<file path="config.mk">
export PLATFORM = sky130hd
export DESIGN_NAME = wait_queue_engine
export DESIGN_NICKNAME = d
export VERILOG_FILES = /design/src/hdl/wqe_pkg.sv /design/src/hdl/wait_queue_engine.sv /design/src/hdl/wqe_ram.sv /design/src/hdl/wqe_ctrl.sv
export SDC_FILE = /design/constraint.sdc
export NUM_CORES = 1
export LEC_CHECK = 0
export BUFFER_PORTS_ARGS = -buffer_cell sky130_fd_sc_hd__buf_2
export CORE_MARGIN = 2
export CORE_UTILIZATION = 44
export DETAILED_ROUTE_END_ITERATION = 6
export PLACE_DENSITY = 0.65
export SKIP_CTS_REPAIR_TIMING = 1
export SYNTH_ARGS = -nofsm -noshare
export SYNTH_HDL_FRONTEND = slang
export SYNTH_SLANG_ARGS = --single-unit
</file>
<file path="constraint.sdc">
create_clock -name clk -period 4 [get_ports clk]
set_input_delay 0.2 -clock clk [delete_from_list [all_inputs] [get_ports clk]]
set_output_delay 0.2 -clock clk [all_outputs]
set_load 0.01 [all_outputs]
</file>
<file path="src/hdl/wqe_pkg.sv">
package wqe_pkg;

  localparam int TASK_FIELD_W = 8;

  typedef enum logic [1:0] {
    OP_WAIT     = 2'd0,
    OP_WAKE_ONE = 2'd1,
    OP_WAKE_ALL = 2'd2,
    OP_TIMEOUT  = 2'd3
  } op_t;

  typedef enum logic [2:0] {
    ST_ENQUEUED = 3'd0,
    ST_WOKEN    = 3'd1,
    ST_TIMEOUT  = 3'd2,
    ST_NONE     = 3'd3,
    ST_FULL     = 3'd4
  } status_t;

  typedef struct packed {
    op_t                     op;
    logic [TASK_FIELD_W-1:0] task_id;
  } in_t;

  typedef struct packed {
    logic [TASK_FIELD_W-1:0] woken_task;
    status_t                 status;
    logic                    last;
  } out_t;

  // result handed from the sequencer to the output register
  typedef struct packed {
    logic valid;
    out_t data;
  } res_t;

endpackage

</file>
<file path="src/hdl/wait_queue_engine.sv">
// channel | ports                          | beat moves
// in      | in_valid, in_ready, in_data    | op and task_id
// out     | out_valid, out_ready, out_data | woken_task, status, last
//
// wait: slot write, then the result. wake-one: head read, then a read/write pair per younger
// entry on the single queue ram port pair. timeout: a read and compare per entry scanned,
// then a read/write pair per entry shifted. wake-all: one beat per entry emitted.
// rst_n is synchronous and clears the count; slot contents are not cleared.
// a full output register stalls the sequencer; in_ready is low until an item is done.
module wait_queue_engine #(
  parameter int DEPTH        = 16,
  parameter int TASK_ID_BITS = 8
) (
  input  logic          clk,
  input  logic          rst_n,
  input  logic          in_valid,
  output logic          in_ready,
  input  wqe_pkg::in_t  in_data,
  output logic          out_valid,
  input  logic          out_ready,
  output wqe_pkg::out_t out_data
);

  import wqe_pkg::*;

  localparam int AW   = $clog2(DEPTH);
  localparam int ID_W = (TASK_ID_BITS < TASK_FIELD_W) ? TASK_ID_BITS : TASK_FIELD_W;

  res_t            res;
  logic            res_ready;
  logic            ram_we;
  logic [AW-1:0]   ram_waddr;
  logic [ID_W-1:0] ram_wdata;
  logic            ram_re;
  logic [AW-1:0]   ram_raddr;
  logic [ID_W-1:0] ram_rdata;

  logic out_valid_r, out_valid_nxt;
  out_t out_data_r, out_data_nxt;

  wqe_ctrl #(
    .DEPTH(DEPTH),
    .ID_W (ID_W)
  ) u_ctrl (
    .clk      (clk),
    .rst_n    (rst_n),
    .in_valid (in_valid),
    .in_ready (in_ready),
    .in_data  (in_data),
    .res      (res),
    .res_ready(res_ready),
    .ram_we   (ram_we),
    .ram_waddr(ram_waddr),
    .ram_wdata(ram_wdata),
    .ram_re   (ram_re),
    .ram_raddr(ram_raddr),
    .ram_rdata(ram_rdata)
  );

  wqe_ram #(
    .WIDTH(ID_W),
    .DEPTH(DEPTH)
  ) u_slots (
    .clk  (clk),
    .we   (ram_we),
    .waddr(ram_waddr),
    .wdata(ram_wdata),
    .re   (ram_re),
    .raddr(ram_raddr),
    .rdata(ram_rdata)
  );

  // output register: free when empty or being drained this cycle
  assign res_ready = !out_valid_r || out_ready;

  always_comb begin
    out_valid_nxt = out_valid_r;
    out_data_nxt  = out_data_r;
    if (res_ready) begin
      out_valid_nxt = res.valid;
      if (res.valid) begin
        out_data_nxt = res.data;
      end
    end
  end

  always_ff @(posedge clk) begin
    if (!rst_n) begin
      out_valid_r <= 1'b0;
    end else begin
      out_valid_r <= out_valid_nxt;
    end
    out_data_r <= out_data_nxt;
  end

  assign out_valid = out_valid_r;
  assign out_data  = out_data_r;

endmodule

</file>
<file path="src/hdl/wqe_ram.sv">
module wqe_ram #(
  parameter int WIDTH = 8,
  parameter int DEPTH = 16
) (
  input  logic                     clk,
  input  logic                     we,
  input  logic [$clog2(DEPTH)-1:0] waddr,
  input  logic [WIDTH-1:0]         wdata,
  input  logic                     re,
  input  logic [$clog2(DEPTH)-1:0] raddr,
  output logic [WIDTH-1:0]         rdata
);

  logic [WIDTH-1:0] mem [DEPTH];
  logic [WIDTH-1:0] rdata_r;

  always_ff @(posedge clk) begin
    if (we) begin
      mem[waddr] <= wdata;
    end
    if (re) begin
      rdata_r <= mem[raddr];
    end
  end

  assign rdata = rdata_r;

endmodule

</file>
<file path="src/hdl/wqe_ctrl.sv">
module wqe_ctrl #(
  parameter int DEPTH = 16,
  parameter int ID_W  = 8
) (
  input  logic                     clk,
  input  logic                     rst_n,
  input  logic                     in_valid,
  output logic                     in_ready,
  input  wqe_pkg::in_t             in_data,
  output wqe_pkg::res_t            res,
  input  logic                     res_ready,
  output logic                     ram_we,
  output logic [$clog2(DEPTH)-1:0] ram_waddr,
  output logic [ID_W-1:0]          ram_wdata,
  output logic                     ram_re,
  output logic [$clog2(DEPTH)-1:0] ram_raddr,
  input  logic [ID_W-1:0]          ram_rdata
);

  import wqe_pkg::*;

  localparam int AW = $clog2(DEPTH);
  localparam int CW = $clog2(DEPTH + 1);

  typedef enum logic [2:0] {
    S_IDLE,
    S_HEAD,
    S_SHIFT_RD,
    S_SHIFT_WR,
    S_SCAN_RD,
    S_SCAN_CMP,
    S_ALL_EMIT,
    S_RES
  } state_t;

  state_t          state_r, state_nxt;
  logic [CW-1:0]   count_r, count_nxt;
  logic [CW-1:0]   idx_r, idx_nxt;
  logic [ID_W-1:0] id_r, id_nxt;
  logic [ID_W-1:0] res_task_r, res_task_nxt;
  status_t         res_status_r, res_status_nxt;

  logic [CW-1:0]   idx_inc;
  logic [ID_W-1:0] in_id;
  logic            all_last;

  assign idx_inc  = idx_r + CW'(1);
  assign in_id    = in_data.task_id[ID_W-1:0];
  assign all_last = (idx_inc == count_r);
  assign in_ready = (state_r == S_IDLE);

  always_comb begin
    state_nxt      = state_r;
    count_nxt      = count_r;
    idx_nxt        = idx_r;
    id_nxt         = id_r;
    res_task_nxt   = res_task_r;
    res_status_nxt = res_status_r;
    ram_we         = 1'b0;
    ram_waddr      = idx_r[AW-1:0];
    ram_wdata      = ram_rdata;
    ram_re         = 1'b0;
    ram_raddr      = idx_r[AW-1:0];
    res.valid      = 1'b0;
    res.data       = '{woken_task: TASK_FIELD_W'(res_task_r), status: res_status_r,
                       last: 1'b1};

    case (state_r)
      S_IDLE: begin
        if (in_valid) begin
          id_nxt  = in_id;
          idx_nxt = '0;
          case (in_data.op)
            OP_WAIT: begin
              res_task_nxt = in_id;
              state_nxt    = S_RES;
              if (count_r == CW'(DEPTH)) begin
                res_status_nxt = ST_FULL;
              end else begin
                ram_we         = 1'b1;
                ram_waddr      = count_r[AW-1:0];
                ram_wdata      = in_id;
                count_nxt      = count_r + CW'(1);
                res_status_nxt = ST_ENQUEUED;
              end
            end
            OP_WAKE_ONE, OP_WAKE_ALL: begin
              if (count_r == '0) begin
                res_task_nxt   = '0;
                res_status_nxt = ST_NONE;
                state_nxt      = S_RES;
              end else begin
                ram_re    = 1'b1;
                ram_raddr = '0;
                state_nxt = (in_data.op == OP_WAKE_ONE) ? S_HEAD : S_ALL_EMIT;
              end
            end
            OP_TIMEOUT: begin
              state_nxt = S_SCAN_RD;
            end
            default: begin
              state_nxt = S_IDLE;
            end
          endcase
        end
      end
      S_HEAD: begin
        res_task_nxt   = ram_rdata;
        res_status_nxt = ST_WOKEN;
        state_nxt      = S_SHIFT_RD;
      end
      // close the gap at idx, one entry per read/write pair
      S_SHIFT_RD: begin
        if (idx_inc < count_r) begin
          ram_re    = 1'b1;
          ram_raddr = idx_inc[AW-1:0];
          state_nxt = S_SHIFT_WR;
        end else begin
          count_nxt = count_r - CW'(1);
          state_nxt = S_RES;
        end
      end
      S_SHIFT_WR: begin
        ram_we    = 1'b1;
        ram_waddr = idx_r[AW-1:0];
        ram_wdata = ram_rdata;
        idx_nxt   = idx_inc;
        state_nxt = S_SHIFT_RD;
      end
      S_SCAN_RD: begin
        if (idx_r < count_r) begin
          ram_re    = 1'b1;
          ram_raddr = idx_r[AW-1:0];
          state_nxt = S_SCAN_CMP;
        end else begin
          res_task_nxt   = '0;
          res_status_nxt = ST_NONE;
          state_nxt      = S_RES;
        end
      end
      S_SCAN_CMP: begin
        if (ram_rdata == id_r) begin
          res_task_nxt   = id_r;
          res_status_nxt = ST_TIMEOUT;
          state_nxt      = S_SHIFT_RD;
        end else begin
          idx_nxt   = idx_inc;
          state_nxt = S_SCAN_RD;
        end
      end
      // one beat per queued entry, next read issued as the current one leaves
      S_ALL_EMIT: begin
        res.valid = 1'b1;
        res.data  = '{woken_task: TASK_FIELD_W'(ram_rdata), status: ST_WOKEN,
                      last: all_last};
        if (res_ready) begin
          if (all_last) begin
            count_nxt = '0;
            state_nxt = S_IDLE;
          end else begin
            ram_re    = 1'b1;
            ram_raddr = idx_inc[AW-1:0];
            idx_nxt   = idx_inc;
          end
        end
      end
      S_RES: begin
        res.valid = 1'b1;
        if (res_ready) begin
          state_nxt = S_IDLE;
        end
      end
      default: begin
        state_nxt = S_IDLE;
      end
    endcase
  end

  always_ff @(posedge clk) begin
    if (!rst_n) begin
      state_r <= S_IDLE;
      count_r <= '0;
      idx_r   <= '0;
    end else begin
      state_r <= state_nxt;
      count_r <= count_nxt;
      idx_r   <= idx_nxt;
    end
    id_r         <= id_nxt;
    res_task_r   <= res_task_nxt;
    res_status_r <= res_status_nxt;
  end

  a_count_bound: assert property (@(posedge clk) disable iff (!rst_n)
    count_r <= CW'(DEPTH))
    else $error("waiter count above depth");

  a_shift_in_range: assert property (@(posedge clk) disable iff (!rst_n)
    state_r == S_SHIFT_WR |-> idx_inc < count_r)
    else $error("shift writes past the occupied range");

  a_idle_no_result: assert property (@(posedge clk) disable iff (!rst_n)
    in_ready |-> !res.valid)
    else $error("result offered while idle");

  a_enqueue_grows: assert property (@(posedge clk) disable iff (!rst_n)
    in_valid && in_ready && in_data.op == OP_WAIT && count_r != CW'(DEPTH)
    |=> count_r == $past(count_r) + CW'(1))
    else $error("enqueue did not grow the queue");

  a_wake_all_clears: assert property (@(posedge clk) disable iff (!rst_n)
    state_r == S_ALL_EMIT && res_ready && all_last |=> count_r == '0)
    else $error("wake-all left entries behind");

endmodule

</file>
==> run summary, run 1 <==
For this run, the share of the core covered by cells in the final layout is 50.09%. Largest delay contributor family on the critical path: simple AND/OR/NAND/NOR gates. The pin count of the biggest net entering global routing was 50.

For the final routed database, the setup TNS stands at 0 ns. After filler insertion, the fill cell instance count of the layout stands at 1665. The die covers 20670 µm². The total count of hold-check failures in the final report is 0. The H-tree generated during clock tree synthesis spans 4 levels. The critical path start-end classification was reg -> reg.

The area growth from synthesis to final layout works out to 12.68%. At the end of the flow, the number of nets in the layout was 751. After the first detailed-routing iteration, the DRC count stood at 817. The analysis attributes to cell leakage a power of 3.253 nW. Global routing used 34.36% of the available met2 tracks. The number of cells traversed by the worst register-to-register path is 12, and the largest stage delay on the critical path is 0.53 ns. The global-route congestion overflow total was 0; the number of cells on the worst hold path was 2.

The largest individual stage delay along the critical path comes from the cell dfxtp_1. Clock latency on the worst-skew pair, taken at its later pin, is 0.43 ns. In this run the remaining antenna-violating nets after routing total 0.

The run finished with clean final reports. The worst hold path begins at rst_n. The post-route minimum period works out to 3.722 ns. The routed design has 20940 µm of wire. The startpoint identified for the worst register-to-register timing path is u_ctrl.idx_r[0]. Setup repair after global routing left no endpoint under its margin.

The initial utilization of the core area, before any placement, comes to 44.45%. Buffers placed on the I/O ports in this run total 27. The tools report the number of antenna violations at the first check in global routing as 0. Global routing used 20.86% of the available tracks.

The die is 143.8 µm wide. The synthesized design spends more area on one cell type than any other, namely edfxtp_1. For this run, asynchronously set or reset flops after synthesis account for 0%. The first global-routing pass estimated 32820 µm of wire.

For the yosys synthesis warning count, the log shows 0. The most used flip-flop cell after synthesis is edfxtp_1. Dividing total power by cell area gives a power density of 715.2 nW/µm².

Dividing the detail-routed wire length by the instance count gives 21.04 µm. STA classifies the critical path endpoint as a flop. The core area was 19330 µm²; the total stage count of the critical path was 12. Synthesis produced a netlist whose cell count is 694.

The arrival time at the worst endpoint was 3.90 ns. TritonCTS built the clock tree. The tool flagged a number of max-cap violations equal to 0. For this run, the top clock speed supported by timing is 0.2687 GHz. The number of antenna diodes is 0, and the number of enable flip-flop cells after synthesis is 167. After global routing, the most crowded layer is met2. The slack of the worst reg-to-reg path is 0.28 ns, and the maximum buffer depth of the clock tree is 2. At the end of routability-driven placement, the weighted congestion stood at 0.8335. The top fanout value on the critical path is 25, and the share of the cycle needed by the critical path after routing is 93.05%.

The combined area of all synthesized cells is 8594 µm². The data required time at the worst endpoint is 4.18 ns. In this run the critical register-to-register path is captured at u_slots.rdata[7]. For this run, the detailed router's first-pass iteration total came to 7.

Synthesis inferred 181 register bits. The sequential-to-total area share from yosys stat is 61.61%. Walking the worst path, the cells encountered are ha_1, nand3_1, xnor2_1, ha_1, nand3_1, nor2_1, o21ai_1, nand4_4, and2_2, nor3_4, a32o_1, nor3_2. The transition at the pin with the smallest max-transition slack is 1.026 ns, and the number of max-slew violations in the final report is 0. For the number of global-route vias before repair, the log shows 5831. The logs give 17 for the CTS buffer count and 3019 µm² for the multi-input combinational cell area. The run gives 5295 µm² as the footprint of the flip-flops and latches.

Fraction of post-synthesis cell area in the top cell type by area: 58.35%. Global routing used 28.46% of the available met1 tracks. End point of the worst hold path: u_ctrl.state_r[1].

Tracing the worst setup path back leads to its startpoint at u_ctrl.idx_r[0]. The worst-case IR drop observed on VDD is 0.3286 mV. The worst clock skew was 0.01258 ns; the clock net sink count was 181.

Averaged over all synthesized cells, the footprint is 12.38 µm². The wire-length estimate of the detail-placed layout is 13810 µm. The die boundary height was 143.8 µm.

The ratio of routed vias to standard cells was 5.975; the synthesized net count was 728. Synthesis instantiated 66 different standard cells from the library. 28 I/O pins were placed. Clock-pin slew was measured on the worst setup and hold paths at 0.07 ns.

The number of buffer and inverter stages on the critical path came out at 0. The tightest min-delay check is of the in -> reg type. The root buffer selected by CTS was clkbuf_16. For met3 alone, demand over resource in global routing was 3.332%.

The type of element launching the critical path is a flop. DRC violation count after routing: 0. Yosys attributes the largest share of cell area to edfxtp_1, a32oi_1, o21ai_0. The fraction of final layout cells with drive strength greater than 1 works out to 14.93%. The run gives 5945 as the total number of vias. Row generation in the floorplan step produced 51 rows.

Total of endpoints with negative setup slack in the final report: 0. The run gives 31.47% as the worst relative slew slack.
[through the flow]
step	instance area (µm²)	total power [mW]	std cells	setup slack, ns	hold slack [ns]
3_5_place_dp	8970	5.143	955	0.1586	0.4162
3_3_place_gp	8970	5.071	955	0.2463	0.4182
4_1_cts	9590	6.902	987	0.1259	-0.03598
2_1_floorplan	8594	4.412	694	0.9378	0.2989
6_report	9684	6.926	995	0.2780	0.1374
5_1_grt	9684	7.270	995	0.06598	0.1466
[worst max-delay path by stage]
stage,endpoint,slack [ns]
6_report,u_slots.rdata[7],0.28
5_1_grt,u_slots.rdata[1],0.07
4_1_cts,u_slots.rdata[1],0.13
3_5_place_dp,u_slots.rdata[3],0.16
3_3_place_gp,u_slots.rdata[1],0.25
2_1_floorplan,u_slots.rdata[6],0.94
[routing by layer]
layer | routed length [µm] | part of all wire [%]
met1 | 9245 | 44
met2 | 10090 | 48
met4 | 338 | 1.6
met5 | 0 | 0
met3 | 1267 | 6.1
[logic make-up after synthesis]
family,Yosys count,share of synthesized area (%)
multiplexers,24,2.912
AO/OA/AOI/OAI,188,15.39
flip-flops,181,61.61
buffers and inverters,62,3.421
AND/OR/NAND/NOR,207,12.45
XOR/XNOR,12,1.223
adder cells (fa/ha/maj),20,2.999
[worst register-to-register path: stages, from the launching register on]
cell and delay, ns:
dfxtp_1 0.53, ha_1 0.27, nand3_1 0.11, xnor2_1 0.17, ha_1 0.32, nand3_1 0.13, nor2_1 0.09, o21ai_1 0.46
nand4_4 0.14, and2_2 0.40, nor3_4 0.44, a32o_1 0.32, nor3_2 0.09
[cell usage in the layout, fill, tap and decap left out, types with 3 or more instances in the layout]
cell type,count
dlygate4sd3_1,8
nand2_1,75
nor3_2,8
a32o_1,8
and2_1,4
a31oi_1,4
nand2b_1,13
clkinvlp_4,3
nand3_1,30
nor2b_1,9
a21oi_1,13
buf_2,27
inv_1,14
inv_8,5
buf_4,14
o21a_1,4
a21o_1,6
xor2_1,8
or3_1,3
o21ai_1,3
nor2_1,34
mux2i_1,16
edfxtp_1,167
dfxtp_1,14
mux2_2,8
nand3b_1,4
clkbuf_16,17
xnor2_1,4
nor4_1,3
a32oi_1,50
nor3_1,8
o22ai_1,10
o21ai_0,64
ha_1,19
bufinv_16,3
a21boi_0,7
[cell usage after synthesis, types with 2 or more instances]
library cell  instances
a21o_1                6
nand2_1              75
buf_6                 2
xnor2_1               4
o22ai_1              10
nor2_2                2
or3_1                 3
clkbuf_1             20
o221a_2               2
buf_1                 3
mux2i_1              16
nand3_1              30
nor4_1                3
o21a_1                4
o21ai_1               3
buf_2                17
nor2b_1               9
xor2_1                8
buf_4                 3
edfxtp_1            167
nor3_2                9
a31oi_1               4
o22a_1                2
and2_1                5
a211o_1               2
a32oi_1              50
a32o_1                8
dfxtp_1              14
inv_1                14
nand2b_1             13
mux2_2                8
a21boi_0              7
ha_1                 19
nand3b_1              4
a21oi_1              13
nor2_1               34
o21ai_0              64
nor3_1                8
nor3b_1               2
[state kept, by name (all words and copies together), names as in the netlist]
signal               flops
out_valid                1
u_slots.rdata            8
u_ctrl.res_task_r        8
u_ctrl.idx_r             5
u_slots.mem            128
u_ctrl.count_r           5
out_data                12
u_ctrl.state_r           3
u_ctrl.id_r              8
u_ctrl.res_status_r      3
[area by class of cell]
| type | count | share of cell area (%) |
|---|---|---|
| clock inverter | 14 | 1.977 |
| tap | 265 | 3.424 |
| sequential | 181 | 54.68 |
| multi-input combinational | 451 | 31.18 |
| inverter | 15 | 0.5943 |
| timing repair buffer | 51 | 3.721 |
| clock buffer | 18 | 4.432 |
[power by group]
part	switching (mW)	internal, mW
logic	1.56	0.820
clock network	0.756	1.01
registers	0.174	2.61
(Power assumes the default switching activity.)
==> inputs of run 2 (changes only) <==
--- a/config.mk
+++ b/config.mk
@@ -7,2 +7,3 @@
 export LEC_CHECK = 0
+export ABC_AREA = 1
 export BUFFER_PORTS_ARGS = -buffer_cell sky130_fd_sc_hd__buf_2
@@ -10,2 +11,3 @@
 export CORE_UTILIZATION = 44
+export CTS_BUF_LIST = sky130_fd_sc_hd__clkbuf_4 sky130_fd_sc_hd__clkbuf_8
 export DETAILED_ROUTE_END_ITERATION = 6
==> constraint.sdc (replaced) <==
create_clock -name clk -period 4 [get_ports clk]
set_input_delay 0.8 -clock clk [delete_from_list [all_inputs] [get_ports clk]]
set_output_delay 0.8 -clock clk [all_outputs]
set_load 0.01 [all_outputs]
==> run 2 against run 1 <==
Net effect:
- routed wire length down 3.0%
- maximum frequency increased by 5.6%
- critical path type unchanged
- sequential power about the same
- final area decreased by 0.18%
- total power is 7.4% lower
- via count up 5.6%
- critical path depth grew 2
==> run summary, run 2 <==
The run finished with clean final reports. The overall power is 6.414 mW. The wire length per cell after detailed routing works out to 16.52 µm. The most used flip-flop cell after synthesis is edfxtp_1.

Power spread over the standard cell area amounts to 663.5 nW/µm². Number of buffer and inverter stages on the critical path: 0. The aggregate routed wire length is 20310 µm, and the worst voltage drop across the vdd grid is 0.3605 mV. The data required time at the worst endpoint came out at 4.23 ns.

The final layout contains 985 nets. The worst hold path passes through 2 cells. The tools report the reported max-cap violation count as 0.

During synthesis, Yosys emitted a total of 0 warnings. The clock-pin slew of the registers on the worst-case setup and hold paths is 0.09 ns. The die boundary height is 145.7 µm. For hold timing, the worst endpoint is out_data[2].

For this run, the detailed router's first-pass iteration total came to 5. Yosys mapped a number of flops with a built-in enable equal to 167. Global routing finished with a remaining overflow of 0.

Counting the buffers created by CTS gives 17. The number of cells in the design after placement came out at 1197. The library cell used most frequently in the layout, excluding fill and tap cells, is nand2_1. The clock latency on the worst-skew pair is 0.47 ns. The run gives 0 as the number of antenna violations at the first check in global routing. The worst setup path is of the reg -> reg kind. In this run the tightest slew margin relative to its limit is 32.03%. Summing over every cut layer, the via total after detailed routing is 6278.

After the flow finishes, the layout carries non-filler instances totaling 1229. Measured on the finished design, the core utilization comes to 49.35%. The filler cells instantiated in the layout total 1778. Cell occurring most often along the worst timing path: nand3_1. The number of rows created at floorplan came out at 51. In this run the tool buffered the top-level ports with 27 buffer cells. For the number of global-route vias before repair, the log shows 5864. The count of routing violations after the opening detailed-route iteration was 680. The count of antenna-violating nets left after detailed routing was 0.

The logs give 0.01247 ns for the worst clock skew and 4.206 nW for the leakage power of the design. TritonCTS built the clock tree. After synthesis, the largest area contributor takes up 56.77% of total cell area. Global routing consumed, over all layers together, 19.65% of the routing resources. The worst setup path is launched from a flop.

The top cell types in the final layout, fill and taps aside, are nand2_1, inv_1, nand3_1, edfxtp_1, nor2_1. Setup repair after global routing left no endpoint under its margin. Overall die area: 21230 µm². The arrival time at the worst endpoint was 3.75 ns; the fraction of final layout cells with drive strength greater than 1 was 11.31%. Combined area of all synthesized cells: 8833 µm². After synthesis, flip-flops and latches occupy 59.94% of the total area. The first global-routing pass estimated 32100 µm of wire.

The slowest stage of the critical path belongs to the cell nand2_2. In this design, the stage delay of the slowest critical-path cell is 0.55 ns. In this run the critical register-to-register path is captured at u_slots.rdata[5]. The number of max-slew violations in the final report is 0, and the mean cell area of the mapped netlist is 9.665 µm².

The class of the tightest hold or removal check is reg -> reg. The worst setup path is captured at a flop. For the final routed database, the setup TNS stands at 0 ns. The maximum buffer depth of the clock tree was 2. The transition at the pin with the smallest max-transition slack was 1.016 ns. The share of the cycle needed by the critical path after routing came out at 88.11%.

Walking the worst path, the cells encountered are ha_1, nand3_1, xnor2_1, ha_1, a21oi_1, nand4_4, nand3_4, nand2_4, nand2_2, nand2_1, nand3_1, nand3_1, nand3_1, nand2_1. The highest achievable clock rate was 0.2837 GHz; the number of cells traversed by the worst register-to-register path was 14. The total of flip-flops plus latches after synthesis came out at 181. The post-detailed-placement half-perimeter wirelength is 13810 µm. Ranked by total cell area, the synthesized netlist is headed by edfxtp_1, nand3_1, nand2_1. The pin count of the biggest net entering global routing is 57. The register name with the most flops was u_slots.mem. The root buffer cell chosen for the clock tree is clkbuf_8.

Of all flip-flops after synthesis, the portion carrying an async set or reset was 0%. Summed over all instances, the cell type with the most area after synthesis is edfxtp_1. The clock net in this run drives a total of 181 sinks. Dividing the detail-routed via count by the number of cells gives 5.108.

The H-tree was split into 4 levels. The post-layout worst setup margin came out at 0.4755 ns. The logs give 0.48 ns for the slack of the worst reg-to-reg path and 40 for the count of cell types in the netlist. The run gives 0.8927 as the global placement routability congestion.

The floorplan step set the die width to 145.7 µm. From synthesis to final layout, the design area changed by 9.433%. The synthesized net count was 948. The flip-flop count of the largest register, all copies and words added is 128, and the starting utilization of the core area is 45.09%. The DRC violation count after routing was 0. In this run the most critical hold path is launched from u_ctrl.res_status_r[1]. Synthesis handed over a netlist of 914 instances. Before CTS, the worst setup slack after placement is 0.5362 ns. For the top-level I/O count, the log shows 28. The startpoint identified for the worst register-to-register timing path is u_ctrl.idx_r[0]. The post-route minimum period was 3.525 ns; the number of antenna diodes was 0. Of all nets on the critical path, the largest fanout is 32. The cell family contributing the most delay on the critical path is simple AND/OR/NAND/NOR gates. The total count of hold-check failures in the final report was 0; the core area was 19590 µm².

By count the netlist is led by nand2_1, inv_1, nand3_1, edfxtp_1, nor2_1. By instance count, the leading cell after synthesis is nand2_1. The tools report the total of endpoints with negative setup slack in the final report as 0.
[run 2: changes by cell type after synthesis, moves of 9 or more]
cell	previous run	this run
o22ai_1	10	0
o21ai_0	64	25
nor2b_1	9	0
nand3_1	30	169
clkbuf_1	20	7
nand2b_1	13	0
nor3_2	9	0
a32oi_1	50	0
inv_1	14	172
nand2_1	75	191
mux2i_1	16	0
[run 2: power breakdown]
part	leakage (nW)	total [mW]	switching, mW	internal (mW)
Combinational	2.38	2.45	1.71	0.732
Sequential	1.63	2.78	0.176	2.61
Clock	0.193	1.18	0.678	0.507
Total	4.21	6.41	2.57	3.85
[run 2: tightest hold or removal path: stages, from the launching register on]
cell      delay [ns]
edfxtp_1        0.33
nand2_1         0.05
inv_1           0.04
[run 2: per-stage QoR]
step	hold slack [ns]	area (µm²)
final	0.5130	9667
after floorplan	0.4751	8833
after CTS	0.5071	9667
after global routing	0.5082	9667
after global placement	0.4829	9298
after detailed placement	0.4926	9298
[run 2: worst max-delay path by stage]
| stage | end | cells after the start | startpoint |
|---|---|---|---|
| global route | u_slots.rdata[1] | 14 | u_ctrl.idx_r[0] |
| floorplan | u_ctrl.res_status_r[0] | 5 | in_data[8] |
| CTS | u_slots.rdata[5] | 14 | u_ctrl.idx_r[0] |
| detailed placement | u_slots.rdata[5] | 14 | u_ctrl.idx_r[0] |
| global placement | u_slots.rdata[3] | 14 | u_ctrl.idx_r[0] |
| finish | u_slots.rdata[5] | 14 | u_ctrl.idx_r[0] |
[run 2: final cells by class]
cell class              count  area [µm²]  share of cell area, %
well taps                 265       331.6                  3.430
repair buffers             48       305.3                  3.158
flip-flops and latches    181        5295                  54.78
clock buffers              18       241.5                  2.498
clock inverters            14       127.6                  1.320
multi-input cells         523        2690                  27.83
inverters                 180       675.6                  6.989
[run 2: metal layers]
layer	up-vias	global-route usage, %	part of all wire [%]
met1	2937	26.71	45
met3	36	3.950	6.1
li1	3091	-	-
met2	214	31.39	46
met4	0	7.206	2.4
met5	-	0	0
[run 2: logic make-up after synthesis]
group	count (synthesis)	synth area share, %
buffers and inverters	210	9.674
xor gates and xnor gates	12	1.190
and+or+nand+nor	425	21.77
AOI/OAI and AO/OA	66	4.504
adders and majority gates	20	2.918
DFF	181	59.94
